--- config.mk ---
export PLATFORM = sky130hd
export DESIGN_NAME = scc_cell
export DESIGN_NICKNAME = d
export VERILOG_FILES = /design/src/rtl/scc_pkg.sv /design/src/rtl/scc_cell.sv
export SDC_FILE = /design/constraint.sdc
export NUM_CORES = 1
export LEC_CHECK = 0
export ABC_AREA = 1
export BUFFER_PORTS_ARGS = -buffer_cell sky130_fd_sc_hd__buf_2
export CORE_MARGIN = 5
export CORE_UTILIZATION = 40
export DETAILED_ROUTE_END_ITERATION = 8
export SYNTH_ARGS = -nofsm -noshare
export SYNTH_HDL_FRONTEND = slang
export SYNTH_SLANG_ARGS = --single-unit
--- constraint.sdc ---
create_clock -name clk_i -period 5.9 [get_ports clk_i]
set_clock_uncertainty 0.15 [all_clocks]
set_input_delay 0.295 -clock clk_i [delete_from_list [all_inputs] [get_ports clk_i]]
set_output_delay 0.295 -clock clk_i [all_outputs]
set_load 0.005 [all_outputs]
--- src/rtl/scc_pkg.sv ---
// ----------------------------------------------------------------------------
// scc_pkg: shared types and codes of the segment cover counter
// Operation, status and state codes, plus the control word sent to each cell.
// ----------------------------------------------------------------------------
`default_nettype none

package scc_pkg;

  localparam int unsigned MaxSegments = 1024;
  localparam int unsigned CoordBits   = 32;

  localparam int unsigned OpW     = 2;
  localparam int unsigned FieldW  = 32;
  localparam int unsigned IndexW  = 16;
  localparam int unsigned CountW  = 11;
  localparam int unsigned StatusW = 2;

  typedef enum logic [OpW-1:0] {
    OP_LOAD  = 2'd0,
    OP_QUERY = 2'd1,
    OP_CLEAR = 2'd2,
    OP_CLR_X = 2'd3
  } op_e;

  typedef enum logic [StatusW-1:0] {
    STS_ANSWERED = 2'd0,
    STS_STORED   = 2'd1,
    STS_DROPPED  = 2'd2,
    STS_CLEARED  = 2'd3
  } status_e;

  typedef enum logic [1:0] {
    ST_IDLE,
    ST_SCAN,
    ST_HOLD
  } state_e;

  // per-cell control word
  typedef struct packed {
    logic wr;   // store the broadcast segment in this cell
    logic clr;  // drop this cell's segment
  } cell_ctrl_t;

endpackage

`default_nettype wire

--- src/rtl/scc_cell.sv ---
// ----------------------------------------------------------------------------
// scc_cell: one segment slot of the cover chain
// Holds one segment; adds its hit to the count word passing through.
// ----------------------------------------------------------------------------
`default_nettype none

module scc_cell #(
  parameter int unsigned COORD_W = scc_pkg::CoordBits,
  parameter int unsigned CNT_W   = scc_pkg::CountW
) (
  input  wire                      clk_i,
  input  wire                      rst_ni,
  input  scc_pkg::cell_ctrl_t      ctrl_i,
  input  wire signed [COORD_W-1:0] wr_start_i,
  input  wire signed [COORD_W-1:0] wr_end_i,
  input  wire signed [COORD_W-1:0] point_i,
  input  wire                      tok_i,
  input  wire        [CNT_W-1:0]   cnt_i,
  output logic                     tok_o,
  output logic       [CNT_W-1:0]   cnt_o
);

  logic                      valid_q;
  logic signed [COORD_W-1:0] start_q;
  logic signed [COORD_W-1:0] end_q;
  logic                      tok_q;
  logic        [CNT_W-1:0]   cnt_q;
  logic        [CNT_W-1:0]   cnt_d;
  logic                      hit;

  always_ff @(posedge clk_i or negedge rst_ni) begin
    if (!rst_ni) begin
      valid_q <= 1'b0;
      tok_q   <= 1'b0;
    end else begin
      if (ctrl_i.clr) begin
        valid_q <= 1'b0;
      end else if (ctrl_i.wr) begin
        valid_q <= 1'b1;
      end
      tok_q <= tok_i;
    end
  end

  always_ff @(posedge clk_i) begin
    if (ctrl_i.wr) begin
      start_q <= wr_start_i;
      end_q   <= wr_end_i;
    end
    cnt_q <= cnt_d;
  end

  // closed interval; reversed segments never hit
  assign hit   = valid_q && (start_q <= point_i) && (point_i <= end_q);
  assign cnt_d = cnt_i + CNT_W'(hit);

  assign tok_o = tok_q;
  assign cnt_o = cnt_q;

endmodule

`default_nettype wire

Word-level counts from Yosys, hierarchy flattened
Cells that the tools add are included.
{"block": "totals", "ff_bits": 77, "latch_bits": 0, "mem_bits_rw": 0, "rom_bits": 0, "inputBits": 112, "n_memories": 0}
{"block": "classes", "addsub": 1, "multipliers": 0, "div": 0, "n_lt_le_gt_ge": 2, "eq_ne": 0, "shift": 0, "muxes": 2, "bitwise_logic": 0, "n_reduce_logical": 3}
{"cell": "$le A32 B32 Y1", "count": 2}
{"cell": "$add A11 B1 Y11", "count": 1}
{"cell": "$logic_and A1 B1 Y1", "count": 2}
{"cell": "$mux W1", "count": 2}
{"cell": "$reduce_bool A2 Y1", "count": 1}

Longest topological paths before layout
Gate-level depths: netlist of run 1.
{"block": "depth", "depth_word": 4, "ltp_mapped": 24}

Worst setup path before layout of run 1
OpenSTA, ideal clock, no wires.
{"block": "synth_path", "path_type": "flip-flop to flip-flop", "from": "register start_q[31]", "to": "register cnt_q[10] (netlist: cnt_o[10])", "setup_ns": 0.118, "arrival_time_ns": 2.371, "required_time_ns": 5.632, "path_slack_ns": 3.261, "stages_incl_launch_ff": 17, "path_buffers": 0, "period_less_slack_ns": 2.639, "cell_sequence": "edfxtp_1 -> ha_1 -> nand2_1 -> nor2_2 -> nand4_2 -> nor2_2 -> and3b_1 -> a21oi_1 -> nand2_1 -> nand2_1 -> nor2_1 -> ha_1 -> ha_1 -> nand3_1 -> nor4_2 -> nand3_1 -> xnor2_1"}
{"block": "synth_between", "elab_chain_len": 4}
{"item": "start: declaration", "line": "scc_cell.sv:24", "rtl": "logic signed [COORD_W-1:0] start_q;"}
{"item": "start signal: assignment", "line": "scc_cell.sv:47", "rtl": "start_q <= wr_start_i;"}
{"item": "$le A32 B32 Y1", "line": "scc_cell.sv:54", "rtl": "assign hit = valid_q && (start_q <= point_i) && (point_i <= end_q);"}
{"item": "$logic_and A1 B1 Y1 (2 in series)", "line": "scc_cell.sv:54"}
{"item": "$add A11 B1 Y11", "line": "scc_cell.sv:55", "rtl": "assign cnt_d = cnt_i + CNT_W'(hit);"}
{"item": "via cnt_d[10]", "line": "scc_cell.sv:28", "rtl": "logic [CNT_W-1:0] cnt_d;"}
{"item": "end signal: assignment", "line": "scc_cell.sv:50", "rtl": "cnt_q <= cnt_d;"}
{"item": "end: declaration", "line": "scc_cell.sv:27", "rtl": "logic [CNT_W-1:0] cnt_q;"}
The timed path passes the listed nets, and every way through them passes these cells.
A chain may end at the register's enable or synchronous reset.

Worst setup path after layout of run 1
{"block": "layout_path", "from": "register start_q[15]", "to": "register cnt_q[10] (netlist: cnt_o[10])"}
Same word-level chain as after synthesis.

==> metrics.csv, run 1 <==
metric;value;unit
run_status;finished, final reports clean;
nets_finish;784;
critPathSlowestCell;sky130_fd_sc_hd__edfxtp_1;
place.detailed.instances;659;
cp_cell_sequence;ha_1 > nand2_1 > nor3_1 > nand2_1 > nand2_1 > nand2_1 > nand2_1 > nand2_1 > nand2_1 > nand2_1 > nor2_1 > ha_1 > ha_1 > nand3_1 > nor4_2 > nand3_1 > xnor2_1;
peak_per_stage_delay_on_the_critical_path;0.38;ns
clock_path_buffers;2;
worst_ir_drop_vdd;163;µV
detailed_place.area;4980;µm²
avgViaCountPerCell;4.44;
setup_viol;0;
cts_hold_buf;72;
min_from;cnt_i[1];
globalRouteTotalUtil;0.164;
normalized_max_slew_margin;0.446;
critical_path.most_common_cell;sky130_fd_sc_hd__nand2_1;
power.total;1.27;mW
drcViolationCount;0;
post_synth.cell_area_avg;10.5;µm²
fin_crit_sh;0.535;
floorplan.rows;37;
diodes;0;
rsz0062_at_grt;false;
antenna_found_initial;0;
layout.core_utilization;0.573;
critical_path_required;6.01;ns
max-cap-violations;0;
min_delay_path_depth;2;
cts_buffers;9;
power.switching;325;µW
power.leakage;2.98;nW
h-tree-depth;3;
rr_endpoint;cnt_o[10];
yosysWarningCount;0;
top_layer_used;met4;
crit_path_start_kind;flip-flop;
achievable-frequency;0.317;GHz
clkTransAtPathRegs;0.08;ns
fin_hold_ws;0.0330;ns
worstSetupEndpointType;flip-flop;
drt-pass1-iter-count;4;
finalWirelength;9.62;mm
m1WireLength;4.10;mm
hold_path.class;input pin to flip-flop;
ctsRootBufferMaster;sky130_fd_sc_hd__clkbuf_8;
globalplace.congestion;0.796;
dr_total_vias;3319;
dieHeight;112;µm
worst_hold_endpoint;cnt_o[1];
power.density_cell_area;216;nW/µm²
core_region_area;10300;µm²
worst-path-stages;17;
initial_core_util;0.407;
place_worst_setup_slack;2.64;ns
critPathMaxFanout;4;
clkSinkCount;77;
nets_in_the_synthesized_netlist;577;
critical_path_class;flip-flop to flip-flop;
grt_start_max_net_pins;66;
power.share.clock;0.298;
area_growth;40.6;%
timing_hold_violations_final;0;
sequentialPowerShare;0.509;
worstRegToRegCells;17;
post_cts_buffers;0;
prevailing_post_synth_register_cell;sky130_fd_sc_hd__edfxtp_1;
io_buffer_count;123;
setup.reg_to_reg.worst_slack;2.74;ns
asyncSetResetFlopFracSynth;0.0260;
wl_per_cell;12.9;µm
finish.instance_area;5890;µm²
synth.lib_cells_used.distinct;29;
final_max_slew_viol_count;0;
synth.yosys.seq_area_share;0.523;
top_level_ports;124;
post_cts.resized_instances;0;
post_route_setup_tns;0;ns
ant_nets;0;
netlist_area;4190;µm²
wl_met3;473;µm
met2WireLength;4.82;mm
timing.critical_path.arrival;3.27;ns
die_width;112;µm
worst_skew_pair_later_pin_latency;0.36;ns
fin_crit;3.16;ns
yosys_register_bits;77;
grt-ovfl-total;0;
comb_power_share;0.193;
final_critical_path_setup_slack;2.74;ns
synth-edff-count;64;
p_int;945;µW
stdcell_count;747;
cts_tree;built;
cp_num_buf_inv;0;
die_area;12600;µm²
grt_pass1_wl;16.3;mm
number_of_drc_markers_after_the_initial_detailed_route_iteration;85;
synthesis.instances;399;
vias_in_the_first_global_route;3566;
hpwlAfterDp;7.43;mm
switching_share;0.256;
timing.rr.start;start_q[15];
slew_at_the_pin_closest_to_its_max_slew_limit;0.831;ns
layout-drive-gt1-share;0.259;
largest_delay_share_family_worst_path;simple AND/OR/NAND/NOR gates;
## metal layers
metal,vias to the layer above,track usage
li1,1736,-
met5,-,0
met3,14,0.0447
met2,79,0.286
met4,0,0.0673
met1,1490,0.191
## worst reg2reg max path: cells and delay by family (launching register included)
family	cells	cell delay, ns
flops	1	0.38
xor+xnor	1	0.15
fa+ha+maj	3	0.71
simple gates	13	1.68
## state kept, by name, indices dropped and copies added, names as in the netlist
register / cells
tok_o: 1
cnt_o: 11
end_q: 32
valid_q: 1
start_q: 32
## power groups by stage
stage	clock (mW)	sequential (mW)	combinational, mW
floorplan	0	0.656	0.121
global placement	0	0.658	0.203
detailed placement	0	0.660	0.211
CTS	0.394	0.648	0.249
global route	0.415	0.651	0.287
finish	0.378	0.647	0.245
## final cells by class
type | count | area, µm²
clock buffers | 12 | 166
clock inverters | 4 | 20.0
fillers | 900 | 4390
inverters | 88 | 330
multi-input cells | 234 | 1670
flip-flops and latches | 77 | 2190
well taps | 136 | 170
repair buffers | 196 | 1340
## cell usage after synthesis, types with 3 or more instances
cell                       number  area, µm²
sky130_fd_sc_hd__o21a_1         3       22.5
sky130_fd_sc_hd__xor2_1         5       43.8
sky130_fd_sc_hd__o21ai_0        3       15.0
sky130_fd_sc_hd__nor2_1        18       67.6
sky130_fd_sc_hd__nor2_2         3       18.8
sky130_fd_sc_hd__nand2_1       74        278
sky130_fd_sc_hd__nand4_1        5       31.3
sky130_fd_sc_hd__o21ai_1        3       15.0
sky130_fd_sc_hd__edfxtp_1      64       1920
sky130_fd_sc_hd__inv_1         80        300
sky130_fd_sc_hd__a21o_1         3       22.5
sky130_fd_sc_hd__ha_1          66        826
sky130_fd_sc_hd__dfxtp_1       11        220
sky130_fd_sc_hd__nand3_1        5       25.0
sky130_fd_sc_hd__inv_2          7       26.3
sky130_fd_sc_hd__a21oi_1       31        155
## worst max path at each step
stage,start,end
after floorplan,start_q[31],cnt_o[10]
after global placement,point_i[15],cnt_o[10]
after detailed placement,point_i[15],cnt_o[10]
after CTS,start_q[15],cnt_o[10]
after global routing,start_q[15],cnt_o[10]
final,start_q[15],cnt_o[10]
## kinds of logic (layout without fill, tap and decap cells)
kind of cell               after synthesis  count (layout)  share of synthesized area
adders and majority gates               66              66                      0.197
DFF                                     77              77                      0.523
AOI/OAI and AO/OA                       46              46                     0.0612
xor gates and xnor gates                 7               7                     0.0146
buffers and inverters                   88             300                     0.0789
and+or+nand+nor                        115             115                      0.125
## layout by cell type, fill, tap and decap left out
cell and count:
sky130_fd_sc_hd__a21o_1 3, sky130_fd_sc_hd__a21oi_1 31, sky130_fd_sc_hd__a21oi_2 2, sky130_fd_sc_hd__and3b_1 2, sky130_fd_sc_hd__buf_2 123, sky130_fd_sc_hd__buf_4 1, sky130_fd_sc_hd__clkbuf_1 1, sky130_fd_sc_hd__clkbuf_16 1
sky130_fd_sc_hd__clkbuf_8 10, sky130_fd_sc_hd__clkinv_1 1, sky130_fd_sc_hd__clkinv_2 4, sky130_fd_sc_hd__dfrtp_1 2, sky130_fd_sc_hd__dfxtp_1 11, sky130_fd_sc_hd__dlygate4sd3_1 72, sky130_fd_sc_hd__edfxtp_1 64, sky130_fd_sc_hd__ha_1 66
sky130_fd_sc_hd__inv_1 80, sky130_fd_sc_hd__inv_2 7, sky130_fd_sc_hd__nand2_1 74, sky130_fd_sc_hd__nand2_2 1, sky130_fd_sc_hd__nand2_4 1, sky130_fd_sc_hd__nand3_1 5, sky130_fd_sc_hd__nand4_1 5, sky130_fd_sc_hd__nand4_2 1
sky130_fd_sc_hd__nor2_1 18, sky130_fd_sc_hd__nor2_2 3, sky130_fd_sc_hd__nor3_1 2, sky130_fd_sc_hd__nor3_2 1, sky130_fd_sc_hd__nor4_2 1, sky130_fd_sc_hd__nor4_4 1, sky130_fd_sc_hd__o21a_1 3, sky130_fd_sc_hd__o21a_2 1
sky130_fd_sc_hd__o21ai_0 3, sky130_fd_sc_hd__o21ai_1 3, sky130_fd_sc_hd__xnor2_1 2, sky130_fd_sc_hd__xor2_1 5
(Power assumes the default switching activity.)
==> run 2, diff against run 1 <==
--- a/config.mk
+++ b/config.mk
@@ -5,7 +5,7 @@
 export SDC_FILE = /design/constraint.sdc
 export NUM_CORES = 1
 export LEC_CHECK = 0
-export ABC_AREA = 1
+export ABC_AREA = 0
 export BUFFER_PORTS_ARGS = -buffer_cell sky130_fd_sc_hd__buf_2
 export CORE_MARGIN = 5
 export CORE_UTILIZATION = 40
==> constraint.sdc (replaced) <==
create_clock -name clk_i -period 3.2 [get_ports clk_i]
set_clock_uncertainty 0.15 [all_clocks]
set_input_delay 0.16 -clock clk_i [delete_from_list [all_inputs] [get_ports clk_i]]
set_output_delay 0.16 -clock clk_i [all_outputs]
set_load 0.005 [all_outputs]
==> run 2 against run 1 <==
Effect of this change: critical path depth decreased by 3; synthesized cell count shrank 16%; sequential power rose by 84%; cell count shrank 7.2%; fmax increased by 4.9%; combinational power rose by 88%; non-clock buffer count grew 14; global-route usage rose by 0.91 points; largest cell class unchanged.
==> metrics.csv, run 2 <==
metric;value;unit
critical_path_required;3.32;ns
hpwlAfterDp;7.09;mm
power.density_cell_area;407;nW/µm²
io_buffer_count;123;
clock_path_buffers;2;
die_width;110;µm
power.total;2.45;mW
synthesis.instances;334;
detailed_place.area;4830;µm²
area_growth;50.0;%
nets_finish;733;
diodes;0;
stdcell_count;693;
floorplan.rows;36;
synth.yosys.seq_area_share;0.547;
synth_largest_type_area_fraction;0.480;
most_repeated_cell_in_the_gate_level_netlist_after_synthesis;sky130_fd_sc_hd__inv_1;
globalplace.congestion;0.792;
place.detailed.instances;595;
most-common-layout-cells;sky130_fd_sc_hd__buf_2 (123), sky130_fd_sc_hd__dlygate4sd3_1 (79), sky130_fd_sc_hd__inv_1 (67);
critPathMaxFanout;3;
core_region_area;9770;µm²
h-tree-depth;3;
cts_tree;built;
ctsRootBufferMaster;sky130_fd_sc_hd__clkbuf_8;
fin_crit_sh;0.940;
finish.instance_area;6010;µm²
yosysWarningCount;0;
nets_in_the_synthesized_netlist;512;
cts_buffers;9;
timing_hold_violations_final;0;
grt_start_max_net_pins;66;
synth.lib_cells_used.distinct;34;
ys_top_cells_by_area;sky130_fd_sc_hd__edfxtp_1 (48%), sky130_fd_sc_hd__ha_1 (21%), sky130_fd_sc_hd__inv_1 (6.3%), sky130_fd_sc_hd__dfxtp_1 (5.5%), sky130_fd_sc_hd__a21oi_1 (2.7%);
layout-drive-gt1-share;0.302;
globalRouteTotalUtil;0.174;
top_level_ports;124;
achievable-frequency;0.332;GHz
crit_path_start_kind;flip-flop;
clkSinkCount;77;
run_status;finished, final reports clean;
max-cap-violations;0;
number_of_drc_markers_after_the_initial_detailed_route_iteration;101;
drt-pass1-iter-count;4;
finalWirelength;10.1;mm
worstSetupEndpointType;flip-flop;
clkTransAtPathRegs;0.08;ns
post_synth.cell_area_avg;12.0;µm²
die_area;12100;µm²
worst_ir_drop_vdd;270;µV
final_critical_path_setup_slack;0.191;ns
drcViolationCount;0;
final_max_slew_viol_count;0;
fin_crit;3.01;ns
final_common_cell;sky130_fd_sc_hd__buf_2;
netlist_area;4010;µm²
dr_total_vias;3209;
yosys_register_bits;77;
power.leakage;2.86;nW
leading_area_contributor_after_synthesis;sky130_fd_sc_hd__edfxtp_1;
place_worst_setup_slack;-0.000369;ns
top_post_synthesis_cells_by_count;sky130_fd_sc_hd__inv_1 (67), sky130_fd_sc_hd__ha_1 (66), sky130_fd_sc_hd__edfxtp_1 (64), sky130_fd_sc_hd__nand2_1 (23), sky130_fd_sc_hd__a21oi_1 (22);
post_route_setup_tns;0;ns
antenna_found_initial;1;
dieHeight;110;µm
slew_at_the_pin_closest_to_its_max_slew_limit;0.826;ns
asyncSetResetFlopFracSynth;0.0260;
cp_cell_sequence;inv_1 > ha_4 > nand4_1 > or4_4 > o211ai_2 > buf_4 > nand2_1 > a22oi_2 > a22oi_2 > ha_2 > ha_4 > and3_1 > nand3_1 > xnor2_1;
worst_skew_pair_later_pin_latency;0.35;ns
avgViaCountPerCell;4.63;
hold_path.class;input pin to flip-flop;
grt-ovfl-total;0;
grt_pass1_wl;15.8;mm
initial_core_util;0.410;
ant_nets;0;
timing.critical_path.arrival;3.13;ns
critical_path_class;flip-flop to flip-flop;
wl_per_cell;14.6;µm
critPathSlowestCell;sky130_fd_sc_hd__or4_4;
synth-edff-count;64;
vias_in_the_first_global_route;3567;
prevailing_post_synth_register_cell;sky130_fd_sc_hd__edfxtp_1;
setup_viol;0;
normalized_max_slew_margin;0.449;
peak_per_stage_delay_on_the_critical_path;0.54;ns
==> run 2: cell types whose count changed in the layout (fill, tap and decap cells not counted), moves of 7 or more <==
cell                            before  now
sky130_fd_sc_hd__a21oi_1            31   20
sky130_fd_sc_hd__buf_4               1    8
sky130_fd_sc_hd__dlygate4sd3_1      72   79
sky130_fd_sc_hd__ha_1               66   59
sky130_fd_sc_hd__inv_1              80   67
sky130_fd_sc_hd__inv_2               7    0
sky130_fd_sc_hd__nand2_1            74   23
sky130_fd_sc_hd__nor2_1             18    9
==> run 2: logic make-up (layout without fill, tap and decap cells) <==
group | Yosys count | in the layout | synth area share
AOI/OAI and AO/OA | 53 | 53 | 0.0853
buffers and inverters | 67 | 293 | 0.0628
and+or+nand+nor | 61 | 61 | 0.0765
muxes | 1 | 1 | 0.00250
xor gates and xnor gates | 9 | 9 | 0.0197
DFF | 77 | 77 | 0.547
adders and majority gates | 66 | 66 | 0.206
==> run 2: where the power goes <==
part	total (mW)	switching, mW	internal, mW
clock	0.797	0.362	0.435
sequential	1.19	0.0220	1.17
combinational	0.461	0.214	0.247
total	2.45	0.598	1.85
==> run 2: area by class of cell <==
class | instances | area [µm²]
Clock buffer | 9 | 124
Clock inverter | 7 | 90.1
Fill cell | 822 | 3770
Inverter | 67 | 251
Multi-Input combinational cell | 190 | 1720
Sequential cell | 77 | 2190
Tap cell | 133 | 166
Timing Repair Buffer | 210 | 1470
==> run 2: timing repair <==
action                     CTS  global route
setup endpoints to repair    2             6
pin swaps                    0            15
hold endpoints to repair    79             0
cloned                       0             0
hold buffers                79             0
setup buffers                0             3
gates resized for setup      1            23
==> run 2: metal layers <==
metal | GRT usage | part of all wire
met5 | 0 | 0.00079
met4 | 0.0810 | 0.028
met3 | 0.0524 | 0.062
met2 | 0.303 | 0.50
met1 | 0.193 | 0.41
==> run 2: per-stage QoR <==
step / hold slack, ns / util
detailed placement: -0.192 / 0.494
global placement: -0.195 / 0.494
finish: 0.320 / 0.615
floorplan: -0.286 / -
global route: 0.309 / 0.615
CTS: 0.300 / 0.597
==> run 2: worst max-delay path, delay by kind of cell, from the launching register on <==
| family | cells | cell delay, ns |
|---|---|---|
| AOI/OAI and AO/OA | 3 | 0.49 |
| xor gates and xnor gates | 1 | 0.13 |
| adders and majority gates | 3 | 0.66 |
| buffers and inverters | 2 | 0.20 |
| DFF | 1 | 0.33 |
| and+or+nand+nor | 5 | 0.97 |
==> run 2: worst paths after layout <==
| path | start | to | slack, ns | cells after the start |
|---|---|---|---|---|
| worst min register to register | valid_q | valid_q | 0.48 | 2 |
| min in group asynchronous | rst_ni | tok_o | 0.53 | 3 |
| worst max register to register | end_q[10] | cnt_o[6] | 0.19 | 14 |
| worst max-delay path | end_q[10] | cnt_o[6] | 0.19 | 14 |
| worst min-delay path | tok_i | tok_o | 0.32 | 2 |
| max in group asynchronous | rst_ni | valid_q | 2.24 | 3 |
